File: config.mk
export PLATFORM = sky130hd
export DESIGN_NAME = ps2_mouse_packet_tracker_top
export DESIGN_NICKNAME = d
export VERILOG_FILES = /design/src/sv/ps2mt_pkg.sv /design/src/sv/ps2mt_front.sv /design/src/sv/ps2mt_queue.sv /design/src/sv/ps2mt_back.sv /design/src/sv/ps2_mouse_packet_tracker_top.sv
export SDC_FILE = /design/constraint.sdc
export NUM_CORES = 1
export LEC_CHECK = 0
export ABC_CLOCK_PERIOD_IN_PS = 10800
export BUFFER_PORTS_ARGS = -buffer_cell sky130_fd_sc_hd__buf_2
export CAP_MARGIN = 0
export CORE_ASPECT_RATIO = 0.9
export CORE_UTILIZATION = 34
export CTS_CLUSTER_SIZE = 25
export DETAILED_ROUTE_END_ITERATION = 10
export SYNTH_ARGS = -nofsm -noshare
export SYNTH_HDL_FRONTEND = slang
export SYNTH_SLANG_ARGS = --single-unit
File: constraint.sdc
create_clock -name i_clk -period 10.8 [get_ports i_clk]
set_clock_uncertainty 0.2 [all_clocks]
set_input_delay 2.16 -clock i_clk [delete_from_list [all_inputs] [get_ports i_clk]]
set_output_delay 2.16 -clock i_clk [all_outputs]
set_load 0.1 [all_outputs]
File: src/sv/ps2mt_pkg.sv
// Shared types, codes and a clamp helper function for the PS/2 mouse packet tracker.
package ps2mt_pkg;

    localparam int COORD_BITS = 16;
    localparam int WIDE_BITS  = COORD_BITS + 2;

    localparam int HDR_SYNC_BIT  = 3;
    localparam int HDR_XSIGN_BIT = 4;
    localparam int HDR_YSIGN_BIT = 5;
    localparam int HDR_XOVF_BIT  = 6;
    localparam int HDR_YOVF_BIT  = 7;

    localparam int EV_DOWN = 0;
    localparam int EV_UP   = 1;
    localparam int EV_MOVE = 2;

    localparam logic signed [COORD_BITS-1:0] RST_CURSOR_X = 16'sd511;
    localparam logic signed [COORD_BITS-1:0] RST_CURSOR_Y = 16'sd383;
    localparam logic signed [COORD_BITS-1:0] RST_MAX_X    = 16'sd1023;
    localparam logic signed [COORD_BITS-1:0] RST_MAX_Y    = 16'sd767;

    typedef enum logic [1:0] {
        FUNC_BYTE   = 2'd0,
        FUNC_SETPOS = 2'd1,
        FUNC_FLUSH  = 2'd2,
        FUNC_NONE   = 2'd3
    } t_func;

    typedef enum logic [1:0] {
        KIND_MOVE = 2'd0,
        KIND_DOWN = 2'd1,
        KIND_UP   = 2'd2,
        KIND_DRAG = 2'd3
    } t_kind;

    typedef enum logic [1:0] {
        REG_MIN_X = 2'd0,
        REG_MIN_Y = 2'd1,
        REG_MAX_X = 2'd2,
        REG_MAX_Y = 2'd3
    } t_reg;

    typedef struct packed {
        logic signed [COORD_BITS-1:0] min_x;
        logic signed [COORD_BITS-1:0] min_y;
        logic signed [COORD_BITS-1:0] max_x;
        logic signed [COORD_BITS-1:0] max_y;
    } t_bounds;

    typedef struct packed {
        logic signed [8:0]            dx;
        logic signed [9:0]            dy;
        logic [2:0]                   btn;
        logic [2:0]                   mask;
        logic signed [COORD_BITS-1:0] pos_x;
        logic signed [COORD_BITS-1:0] pos_y;
    } t_pkt;

    function automatic logic signed [COORD_BITS-1:0] clamp(
        input logic signed [WIDE_BITS-1:0]  v,
        input logic signed [COORD_BITS-1:0] lo,
        input logic signed [COORD_BITS-1:0] hi
    );
        logic signed [WIDE_BITS-1:0] r;
        logic signed [WIDE_BITS-1:0] lo_w;
        logic signed [WIDE_BITS-1:0] hi_w;
        lo_w = WIDE_BITS'(lo);
        hi_w = WIDE_BITS'(hi);
        r = v;
        if (r < lo_w) begin
            r = lo_w;
        end
        if (r > hi_w) begin
            r = hi_w;
        end
        return r[COORD_BITS-1:0];
    endfunction

endpackage

File: src/sv/ps2mt_front.sv
// Front end: accepts beats, assembles packets, tracks the cursor and queues event records.
module ps2mt_front
    import ps2mt_pkg::*;
(
    input  logic                  i_clk,
    input  logic                  i_rst_n,
    input  logic                  i_valid,
    output logic                  o_ready,
    input  logic [1:0]            i_func,
    input  logic [7:0]            i_rx_byte,
    input  logic signed [15:0]    i_new_x,
    input  logic signed [15:0]    i_new_y,
    input  t_bounds               i_bounds,
    input  logic                  i_full,
    output logic                  o_push,
    output t_pkt                  o_pkt
);

    logic [1:0]                   r_count, n_count;
    logic [7:0]                   r_status, n_status;
    logic [7:0]                   r_xbyte, n_xbyte;
    logic signed [COORD_BITS-1:0] r_cur_x, n_cur_x;
    logic signed [COORD_BITS-1:0] r_cur_y, n_cur_y;
    logic [2:0]                   r_prev, n_prev;

    logic                         w_acc;
    t_func                        w_func;
    logic signed [8:0]            w_dx;
    logic signed [9:0]            w_dy;
    logic [2:0]                   w_btn;
    logic [2:0]                   w_pressed;
    logic [2:0]                   w_released;
    logic signed [COORD_BITS-1:0] w_pkt_x;
    logic signed [COORD_BITS-1:0] w_pkt_y;
    logic                         w_third;
    logic                         w_ovf;

    assign o_ready = i_rst_n && !i_full;
    assign w_acc   = i_valid && o_ready;
    assign w_func  = t_func'(i_func);

    assign w_dx  = {r_status[HDR_XSIGN_BIT], r_xbyte};
    assign w_dy  = -{{1{r_status[HDR_YSIGN_BIT]}}, r_status[HDR_YSIGN_BIT], i_rx_byte};
    assign w_btn = r_status[2:0];
    assign w_pressed  = (w_btn ^ r_prev) & w_btn;
    assign w_released = (w_btn ^ r_prev) & r_prev;
    assign w_ovf   = r_status[HDR_XOVF_BIT] || r_status[HDR_YOVF_BIT];
    assign w_third = w_acc && (w_func == FUNC_BYTE) && (r_count == 2'd2);

    assign w_pkt_x = clamp(WIDE_BITS'(r_cur_x) + WIDE_BITS'(w_dx), i_bounds.min_x,
                           i_bounds.max_x);
    assign w_pkt_y = clamp(WIDE_BITS'(r_cur_y) + WIDE_BITS'(w_dy), i_bounds.min_y,
                           i_bounds.max_y);

    always_comb begin
        o_pkt.dx    = w_dx;
        o_pkt.dy    = w_dy;
        o_pkt.btn   = w_btn;
        o_pkt.mask  = {(w_dx != 9'sd0) || (w_dy != 10'sd0), |w_released, |w_pressed};
        o_pkt.pos_x = w_pkt_x;
        o_pkt.pos_y = w_pkt_y;
        o_push      = w_third && !w_ovf && (o_pkt.mask != 3'b000);
    end

    always_comb begin
        n_count  = r_count;
        n_status = r_status;
        n_xbyte  = r_xbyte;
        n_cur_x  = r_cur_x;
        n_cur_y  = r_cur_y;
        n_prev   = r_prev;
        if (w_acc) begin
            unique case (w_func)
                FUNC_SETPOS: begin
                    n_cur_x = clamp(WIDE_BITS'(i_new_x), i_bounds.min_x, i_bounds.max_x);
                    n_cur_y = clamp(WIDE_BITS'(i_new_y), i_bounds.min_y, i_bounds.max_y);
                end
                FUNC_FLUSH: begin
                    n_count = 2'd0;
                end
                FUNC_BYTE: begin
                    priority if (r_count == 2'd0) begin
                        if (i_rx_byte[HDR_SYNC_BIT]) begin
                            n_status = i_rx_byte;
                            n_count  = 2'd1;
                        end
                    end else if (r_count == 2'd1) begin
                        n_xbyte = i_rx_byte;
                        n_count = 2'd2;
                    end else begin
                        n_count = 2'd0;
                        if (!w_ovf) begin
                            n_cur_x = w_pkt_x;
                            n_cur_y = w_pkt_y;
                            n_prev  = w_btn;
                        end
                    end
                end
                FUNC_NONE: begin
                end
                default: begin
                end
            endcase
        end
    end

    always_ff @(posedge i_clk) begin
        if (!i_rst_n) begin
            r_count  <= 2'd0;
            r_status <= 8'd0;
            r_xbyte  <= 8'd0;
            r_cur_x  <= RST_CURSOR_X;
            r_cur_y  <= RST_CURSOR_Y;
            r_prev   <= 3'd0;
        end else begin
            r_count  <= n_count;
            r_status <= n_status;
            r_xbyte  <= n_xbyte;
            r_cur_x  <= n_cur_x;
            r_cur_y  <= n_cur_y;
            r_prev   <= n_prev;
        end
    end

endmodule

File: src/sv/ps2mt_queue.sv
// Small queue of packet records between the front end and the back end.
module ps2mt_queue
    import ps2mt_pkg::*;
#(
    parameter int DEPTH = 2
) (
    input  logic i_clk,
    input  logic i_rst_n,
    input  logic i_push,
    input  t_pkt i_pkt,
    input  logic i_pop,
    output t_pkt o_head,
    output logic o_full,
    output logic o_empty
);

    localparam int PW = $clog2(DEPTH);
    localparam int CW = $clog2(DEPTH + 1);

    t_pkt          r_mem [DEPTH];
    logic [PW-1:0] r_wr, n_wr;
    logic [PW-1:0] r_rd, n_rd;
    logic [CW-1:0] r_cnt, n_cnt;
    logic          w_push;
    logic          w_pop;

    assign o_full  = (r_cnt == CW'(DEPTH));
    assign o_empty = (r_cnt == '0);
    assign o_head  = r_mem[r_rd];
    assign w_push  = i_push && !o_full;
    assign w_pop   = i_pop && !o_empty;

    always_comb begin
        n_wr  = r_wr;
        n_rd  = r_rd;
        n_cnt = r_cnt;
        if (w_push) begin
            n_wr = (r_wr == PW'(DEPTH - 1)) ? '0 : r_wr + 1'b1;
        end
        if (w_pop) begin
            n_rd = (r_rd == PW'(DEPTH - 1)) ? '0 : r_rd + 1'b1;
        end
        if (w_push && !w_pop) begin
            n_cnt = r_cnt + 1'b1;
        end else if (w_pop && !w_push) begin
            n_cnt = r_cnt - 1'b1;
        end
    end

    always_ff @(posedge i_clk) begin
        if (w_push) begin
            r_mem[r_wr] <= i_pkt;
        end
    end

    always_ff @(posedge i_clk) begin
        if (!i_rst_n) begin
            r_wr  <= '0;
            r_rd  <= '0;
            r_cnt <= '0;
        end else begin
            r_wr  <= n_wr;
            r_rd  <= n_rd;
            r_cnt <= n_cnt;
        end
    end

endmodule

File: src/sv/ps2mt_back.sv
// Back end: expands each packet record into its event beats, one per cycle while the output is ready.
module ps2mt_back
    import ps2mt_pkg::*;
(
    input  logic        i_clk,
    input  logic        i_rst_n,
    input  t_pkt        i_head,
    input  logic        i_empty,
    output logic        o_pop,
    output logic        o_valid,
    input  logic        i_ready,
    output logic [55:0] o_data,
    output logic        o_last
);

    logic [2:0]  r_done, n_done;
    logic        r_valid, n_valid;
    logic [55:0] r_data;
    logic        r_last;

    logic [2:0]  w_rem;
    logic [2:0]  w_sel;
    logic        w_fin;
    logic        w_load;
    t_kind       w_kind;

    assign w_rem  = i_head.mask & ~r_done;
    assign w_load = !i_empty && (!r_valid || i_ready);

    always_comb begin
        w_sel  = 3'b000;
        w_kind = KIND_MOVE;
        priority if (w_rem[EV_DOWN]) begin
            w_sel[EV_DOWN] = 1'b1;
            w_kind         = KIND_DOWN;
        end else if (w_rem[EV_UP]) begin
            w_sel[EV_UP] = 1'b1;
            w_kind       = KIND_UP;
        end else begin
            w_sel[EV_MOVE] = 1'b1;
            w_kind         = (i_head.btn != 3'b000) ? KIND_DRAG : KIND_MOVE;
        end
        w_fin = ((w_rem & ~w_sel) == 3'b000);
    end

    assign o_pop = w_load && w_fin;

    always_comb begin
        n_done  = r_done;
        n_valid = r_valid;
        if (w_load) begin
            n_done  = w_fin ? 3'b000 : (r_done | w_sel);
            n_valid = 1'b1;
        end else if (i_ready) begin
            n_valid = 1'b0;
        end
    end

    always_ff @(posedge i_clk) begin
        if (w_load) begin
            r_data <= {i_head.pos_y, i_head.pos_x, i_head.btn, i_head.dy, i_head.dx, w_kind};
            r_last <= w_fin;
        end
    end

    always_ff @(posedge i_clk) begin
        if (!i_rst_n) begin
            r_done  <= 3'b000;
            r_valid <= 1'b0;
        end else begin
            r_done  <= n_done;
            r_valid <= n_valid;
        end
    end

    assign o_valid = r_valid;
    assign o_data  = r_data;
    assign o_last  = r_last;

endmodule

File: src/sv/ps2_mouse_packet_tracker_top.sv
// Top level of the PS/2 mouse packet tracker with its register port.
//
// The block takes one input beat per cycle as long as its packet queue has room; a beat
// that completes a three-byte packet without overflow and with at least one event is turned
// into a record in the front end and queued, and the back end sends that record's events
// (button down, button up, move or drag) one beat per cycle while the output is ready,
// through an output register, and QUEUE_DEPTH records may wait while the output is stalled.
// Set-position, flush, dropped and discarded beats produce no output.
module ps2_mouse_packet_tracker_top
    import ps2mt_pkg::*;
#(
    parameter int QUEUE_DEPTH = 2
) (
    input  logic        i_clk,
    input  logic        i_rst_n,
    input  logic        i_s_tvalid,
    output logic        o_s_tready,
    input  logic [39:0] i_s_tdata,   // rx_byte, new_x, new_y
    input  logic [1:0]  i_s_tuser,   // func
    output logic        o_m_tvalid,
    input  logic        i_m_tready,
    output logic [55:0] o_m_tdata,   // event_kind, delta_x, delta_y, button_bits, pos_x, pos_y
    output logic        o_m_tlast,
    input  logic        psel,
    input  logic        penable,
    input  logic        pwrite,
    input  logic [3:0]  paddr,
    input  logic [31:0] pwdata,
    output logic [31:0] prdata,
    output logic        pready
);

    t_bounds r_bounds;
    logic    w_push;
    logic    w_full;
    logic    w_pop;
    logic    w_empty;
    t_pkt    w_pkt;
    t_pkt    w_head;
    t_reg    w_reg;

    assign pready = 1'b1;
    assign w_reg  = t_reg'(paddr[3:2]);

    always_ff @(posedge i_clk) begin
        if (!i_rst_n) begin
            r_bounds.min_x <= '0;
            r_bounds.min_y <= '0;
            r_bounds.max_x <= RST_MAX_X;
            r_bounds.max_y <= RST_MAX_Y;
        end else if (psel && penable && pwrite && pready) begin
            unique case (w_reg)
                REG_MIN_X: r_bounds.min_x <= pwdata[15:0];
                REG_MIN_Y: r_bounds.min_y <= pwdata[15:0];
                REG_MAX_X: r_bounds.max_x <= pwdata[15:0];
                REG_MAX_Y: r_bounds.max_y <= pwdata[15:0];
                default: begin
                end
            endcase
        end
    end

    always_comb begin
        unique case (w_reg)
            REG_MIN_X: prdata = {16'd0, r_bounds.min_x};
            REG_MIN_Y: prdata = {16'd0, r_bounds.min_y};
            REG_MAX_X: prdata = {16'd0, r_bounds.max_x};
            REG_MAX_Y: prdata = {16'd0, r_bounds.max_y};
            default:   prdata = 32'd0;
        endcase
    end

    ps2mt_front u_front (
        .i_clk     (i_clk),
        .i_rst_n   (i_rst_n),
        .i_valid   (i_s_tvalid),
        .o_ready   (o_s_tready),
        .i_func    (i_s_tuser),
        .i_rx_byte (i_s_tdata[7:0]),
        .i_new_x   (i_s_tdata[23:8]),
        .i_new_y   (i_s_tdata[39:24]),
        .i_bounds  (r_bounds),
        .i_full    (w_full),
        .o_push    (w_push),
        .o_pkt     (w_pkt)
    );

    ps2mt_queue #(
        .DEPTH (QUEUE_DEPTH)
    ) u_queue (
        .i_clk   (i_clk),
        .i_rst_n (i_rst_n),
        .i_push  (w_push),
        .i_pkt   (w_pkt),
        .i_pop   (w_pop),
        .o_head  (w_head),
        .o_full  (w_full),
        .o_empty (w_empty)
    );

    ps2mt_back u_back (
        .i_clk   (i_clk),
        .i_rst_n (i_rst_n),
        .i_head  (w_head),
        .i_empty (w_empty),
        .o_pop   (w_pop),
        .o_valid (o_m_tvalid),
        .i_ready (i_m_tready),
        .o_data  (o_m_tdata),
        .o_last  (o_m_tlast)
    );

    a_no_overflow: assert property (@(posedge i_clk) disable iff (!i_rst_n)
        w_push |-> !w_full)
        else $error("Packet record pushed into a full queue.");

    a_no_underflow: assert property (@(posedge i_clk) disable iff (!i_rst_n)
        w_pop |-> !w_empty)
        else $error("Packet record popped from an empty queue.");

    a_drag_has_buttons: assert property (@(posedge i_clk) disable iff (!i_rst_n)
        (o_m_tvalid && (o_m_tdata[1:0] == KIND_DRAG)) |-> (o_m_tdata[23:21] != 3'b000))
        else $error("Drag event sent with no button held.");

    a_move_no_buttons: assert property (@(posedge i_clk) disable iff (!i_rst_n)
        (o_m_tvalid && (o_m_tdata[1:0] == KIND_MOVE)) |-> (o_m_tdata[23:21] == 3'b000))
        else $error("Move event sent with a button held.");

endmodule
==> metrics, run 1 <==
slowest stage delay, CP=580 ps; setup TNS=0 ps; CP startpoint=i_s_tdata[2]; Yosys warning total=0; commonest non-fill, non-tap cells in the layout=nand2_1, edfxtp_1, ha_1; post-CTS setup buffers=0; DRT antenna net count=0; die width=~240 µm; ratio of cells with drive above 1 in the final layout=roughly 20%; Finished Core Util=between 30% and 40%; Critical R2R Launch=u_front.r_xbyte[0]$_SDFFE_PN0P_; RSZ-0062 raised after global routing=no; Starting Density=around 35%; worst path required time=11030 ps; first-pass iteration count of the detailed router=5; CP max stage cell=or4_1; initial drt markers=roughly 1200; Overflow after GRT=0; area grow syn2layout=14.8%; Final setup viols=0; DR vias=~14000; CP bufs+invs=2; IO Count=~180; pins over their slew limit=0; core area=just over 50000 µm²; HP Start=u_front.r_prev[2]$_SDFFE_PN0P_; Post-synth EDFFs=roughly 170; final hold vios=0; status=complete, no violations; vias in the first global route=roughly 13000; power density over cell area=around 250 nW/µm²; CTS sink count=296; Vias/cell=between 5 and 6; Hold WC Path Type=register to register; Worst-Skew Late Latency=550 ps; Clock Tree Buf Depth=3; final worst slack=around 1400 ps; fin area=20100 µm²; Resized cells post-CTS=0; Yosys cell types=79; height of the die=approximately 220 µm; Core Rows=slightly below 80; commonest non-fill, non-tap cell in the layout=nand2_1; dpl ws=around 1200 ps; final wirelength=49.7 mm; Pleak=7.92 nW; CP Launch Type=primary input; cell family with most CP delay=compound AO/OA/AOI/OAI gates; Async SR Flop Fraction=0%; overall die area=between 50000 and 60000 µm²; Slew headroom=8.38%; H-tree levels=2; Period Utilization, post-route=86.8%; CTS tree=done; max cap viols=0; residual DRC count=0; Critical Path AT=roughly 9600 ps; clk root buf=clkbuf_16; critical path type=primary input to register; wire per inst=slightly below 20 µm; Syn Area/Cell=between 10 and 15 µm²; CTS hold repair buffers=0; Most used DFF post-synth=edfxtp_1; # nets final=around 2000; clock slew at the register clock pins of the worst setup and hold paths=about 60 ps; placed inst area=18900 µm²; GRT Util Overall=18.9%; Port Buffers=141; first-pass GRT wire length=around 76 mm; largest net degree at the start of global routing=between 70 and 80; sequential area share after synthesis=43.7%; Max Clk Rate=between 100 and 150 MHz; TritonCTS Buffers=36; post-DP HPWL=about 38 mm; synthesized area=between 15000 and 20000 µm²; Min Clock Period, post-route=around 9400 ps; VDD IR max=between 0.2 and 0.25 mV; worst-path maximum fanout=16; worst slew pin tran=between 1000 and 1500 ps; FF+latch count, synth=about 300; Setup crit end kind=register; Post-Synthesis Cells=around 1700; gpl congestion=around 0.90; initial antenna violation count=5
final timing paths:
path | endpoint | slack, ps | cells after the start
hold reg to reg | u_front.r_prev[2]$_SDFFE_PN0P_ | 280 | 2
setup reg to reg | u_front.r_cur_x[9]$_SDFFE_PN0P_ | 2700 | 24
setup / recovery | u_front.r_cur_y[13]$_SDFFE_PN0P_ | 1430 | 26
hold / removal | u_front.r_prev[2]$_SDFFE_PN0P_ | 280 | 2
state kept, by name, indices dropped and copies added, names as in the netlist, 2 cells and up, named ones only:
signal,cells
u_queue.r_mem,114
r_bounds,64
u_back.o_data,56
u_front.r_cur_x,16
u_front.r_cur_y,16
u_front.r_xbyte,8
u_front.r_status,7
u_back.r_done,3
u_front.r_prev,3
u_front.r_count,2
u_queue.r_cnt,2
cell type report:
cell class                 count  area (µm²)
fill                        4997       30500
multi-input combinational   1189        9140
sequential                   296        7640
clock buffer                  46         991
tap                          680         851
timing repair buffer         156         818
inverter                     109         409
clock inverter                20         208
antenna                        3        7.51
metal layers:
layer	up-vias	routed length, µm	GRT usage [%]
li1	6432	-	-
met1	6608	23100	26.7
met2	415	22300	29.7
met3	63	3300	3.27
met4	6	934	4.85
met5	-	42	0
cell families (layout without fill, tap and decap cells):
| family | Yosys count | after routing | synth area share, % |
|---|---|---|---|
| AOI/OAI and AO/OA | 393 | 393 | 15.7 |
| xor gates and xnor gates | 32 | 32 | 1.60 |
| adders and majority gates | 167 | 167 | 12.0 |
| buffers and inverters | 190 | 331 | 4.59 |
| DFF | 296 | 296 | 43.7 |
| muxes | 157 | 157 | 11.0 |
| other | 2 | 20 | 0.0430 |
| and+or+nand+nor | 423 | 423 | 11.4 |
power by group:
| group | internal [W] | leakage (nW) | switching (W) |
|---|---|---|---|
| Clock | 0.000747 | 0.591 | 0.000481 |
| Combinational | 0.000555 | 4.73 | 0.00165 |
| Sequential | 0.00146 | 2.60 | 0.0000641 |
Yosys cell counts (10+ instances only):
library cell,number,area [µm²]
a21boi_0,53,398
a21o_1,24,180
a21oi_1,80,400
a31oi_1,25,156
and2_1,12,75.1
buf_4,18,135
clkbuf_1,54,203
dfxtp_1,125,2500
edfxtp_1,171,5130
ha_1,165,2060
inv_1,109,409
mux2_2,94,1060
mux2i_1,40,400
mux4_2,16,360
nand2_1,182,683
nand3_1,33,165
nand4_1,13,81.3
nor2_1,74,278
nor2b_1,26,163
nor3_1,19,95.1
o211ai_1,33,248
o21ai_0,57,285
o221a_2,16,180
o221ai_1,11,96.3
o22ai_1,10,62.6
xnor2_1,21,184
xor2_1,11,96.3
per-stage QoR:
step,total power [W],cells,hold WS [ps]
2_1_floorplan,0.00327,1675,247
3_3_place_gp,0.00372,2430,256
3_5_place_dp,0.00375,2430,272
4_1_cts,0.00499,2496,281
5_1_grt,0.00520,2496,309
6_report,0.00496,2499,280
worst register-to-register path, cell delays in order, from the launching register on:
cell and delay (ps):
dfxtp_1 400, ha_1 250, fa_1 250, a211oi_1 110, o21ai_0 280, a31oi_1 250
o31ai_1 780, a31oi_1 220, o2111ai_1 230, o21ai_0 230, ha_1 370, nand4_1 120
nor4_1 300, a21oi_1 140, o22ai_1 210, o31a_1 890, mux2_2 450, ha_1 310
a21oi_1 130, a21boi_0 140, o311a_1 380, o32ai_2 200, buf_4 360, mux2_2 420
a221o_1 360
No activity file was read; power rests on OpenSTA's default activity.
==> inputs of run 2 (changes only) <==
CORE_MARGIN = 2   (was unset)
==> metrics, run 2 (synthesized netlist as in run 1, its figures left out) <==
status=complete, no violations; Sw Ratio=44.8% (+0.56 points); Clock Tree Buf Depth=3 (unchanged); Critical R2R Launch=u_front.r_xbyte[0]$_SDFFE_PN0P_; vias in the first global route=12984 (-0.56%); Final setup viols=0 (unchanged); combinational share of power=45.4% (+1.0 points); commonest non-fill, non-tap cells in the layout=nand2_1, edfxtp_1, ha_1; Slew headroom=27.0% (+19 points); worst-path maximum fanout=17 (+1); max cap viols=0 (unchanged); Int Pwr=0.00271 W (-2.0%); IO Count=177 (unchanged); initial antenna violation count=8 (+3); max reg flops=114 (unchanged); Critical Path AT=9720 ps (+120 ps); first-pass GRT wire length=76.1 mm (+0.44%); Multi-input gate area=9140 µm² (unchanged); pins over their slew limit=0 (unchanged); DR vias=13410 (-0.84%); Overflow after GRT=0 (unchanged); first-pass iteration count of the detailed router=6 (+1); Starting Density=34.6% (unchanged); Resized cells post-CTS=0 (unchanged); commonest non-fill, non-tap cell in the layout=nand2_1; TritonCTS Buffers=35 (-2.8%); Biggest register=u_queue.r_mem; Min Clock Period, post-route=9480 ps (+108 ps); slowest stage delay, CP=590 ps (about the same); residual DRC count=0 (unchanged); worst path required time=11040 ps (about the same); setup TNS=0 ps (unchanged); Max Clk Rate=105 MHz (-1.1%); # nets final=2040 (unchanged); clock slew at the register clock pins of the worst setup and hold paths=60 ps (about the same); Critical R2R Capture=u_queue.r_mem[1][30]$_DFFE_PP_; height of the die=219 µm (+0.92%); RSZ-0062 raised after global routing=no; Sw Pwr=0.00220 W (+0.30%); clock power share=23.9% (-0.9 points); final hold vios=0 (unchanged); CTS sink count=296 (unchanged); CP max stage cell=or4_1; Filler cells=5053 (+1.1%); VDD IR max=0.272 mV (+31%); area grow syn2layout=14.5%; power density over cell area=245 nW/µm² (-0.75%); Hold Path Sink=u_front.r_prev[0]$_SDFFE_PN0P_; post-CTS setup buffers=0 (unchanged); Period Utilization, post-route=87.8% (+1.0 points); R2R Setup Slk=2950 ps (+250 ps); ratio of cells with drive above 1 in the final layout=19.4% (-0.21 points); worst slew pin tran=1090 ps (-285 ps); Worst-Skew Late Latency=550 ps (about the same); Vias/cell=5.35 (-1.1%); overall die area=53200 µm² (+1.8%); die width=243 µm (+0.83%); register share of total power=30.7% (about the same); largest net degree at the start of global routing=77 (-1.3%); hold path cells=2 (unchanged); final wirelength=49.6 mm (about the same); Pleak=7.88 nW (-0.54%); GRT Util Overall=18.5% (-0.38 points); register area=7640 µm² (unchanged); r2r worst-path depth=23 (-4.2%); gpl congestion=0.915 (+1.3%); Hold WC Path Type=register to register; Setup crit end kind=register; CTS hold repair buffers=0 (unchanged); CP Launch Type=primary input; initial drt markers=1226 (+6.0%); H-tree levels=2 (unchanged); Port Buffers=141 (unchanged); DRT antenna net count=0 (unchanged); hold slack=276 ps (-3.57 ps); core area=50600 µm² (unchanged); HP Start=u_front.r_prev[0]$_SDFFE_PN0P_; wire per inst=19.8 µm (-0.37%); post-DP HPWL=38.3 mm (+0.36%); clk root buf=clkbuf_16; CTS tree=done; critical path type=primary input to register; Core Rows=78 (unchanged); overall power=0.00491 W (-0.96%)
==> run 2: stage by stage <==
step                      worst slack [ps]  util [%]  area [µm²]  cells
after floorplan                       2220         -       17500   1675
after global placement                1040      37.3       18900   2431
after detailed placement               911      37.3       18900   2431
after CTS                             1490      39.5       20000   2495
after global routing                   807      39.5       20000   2495
final                                 1320      39.6       20000   2506
==> run 2: area by class of cell <==
type / count / share of cell area [%]
Antenna cell: 11 / 0.137
Clock buffer: 44 / 4.70
Clock inverter: 20 / 0.937
Inverter: 109 / 2.04
Multi-Input combinational cell: 1189 / 45.7
Sequential cell: 296 / 38.2
Tap cell: 680 / 4.25
Timing Repair Buffer: 157 / 4.12
==> run 2: how the worst max path moves through the flow <==
stage	startpoint	to	slack (ps)	cells past startpoint
floorplan	i_s_tdata[2]	u_front.r_cur_y[2]$_SDFFE_PN1P_	2220	30
CTS	i_s_tdata[2]	u_front.r_cur_y[14]$_SDFFE_PN0P_	1490	27
global placement	i_s_tdata[2]	u_front.r_cur_y[15]$_SDFFE_PN0P_	1040	28
global route	i_s_tdata[2]	u_front.r_cur_y[4]$_SDFFE_PN1P_	810	28
finish	i_s_tdata[2]	u_front.r_cur_y[14]$_SDFFE_PN0P_	1320	27
detailed placement	i_s_tdata[2]	u_front.r_cur_y[14]$_SDFFE_PN0P_	910	27
==> run 2: power by group through the flow <==
| stage | registers, W | clock network, W | logic (W) |
|---|---|---|---|
| 3_5_place_dp | 0.00153 | 0 | 0.00222 |
| 4_1_cts | 0.00151 | 0.00120 | 0.00223 |
| 2_1_floorplan | 0.00225 | 0 | 0.00102 |
| 6_report | 0.00151 | 0.00118 | 0.00223 |
| 5_1_grt | 0.00152 | 0.00125 | 0.00238 |
| 3_3_place_gp | 0.00153 | 0 | 0.00220 |
==> run 2: layer usage <==
layer / up-vias / part of all wire (%) / GRT usage, %
li1: 6407 / - / -
met1: 6458 / 46 / 25.9
met2: 476 / 44 / 29.2
met3: 65 / 8.2 / 4.08
met4: 4 / 1.9 / 4.40
met5: - / 0.046 / 0
==> run 2: worst max-delay path: cells and delay by family <==
family	cells	cell delay, ps
simple gates	7	2300
compound gates	12	2860
mux	1	400
fa+ha+maj	3	1040
xor+xnor	2	540
buf+inv	2	390
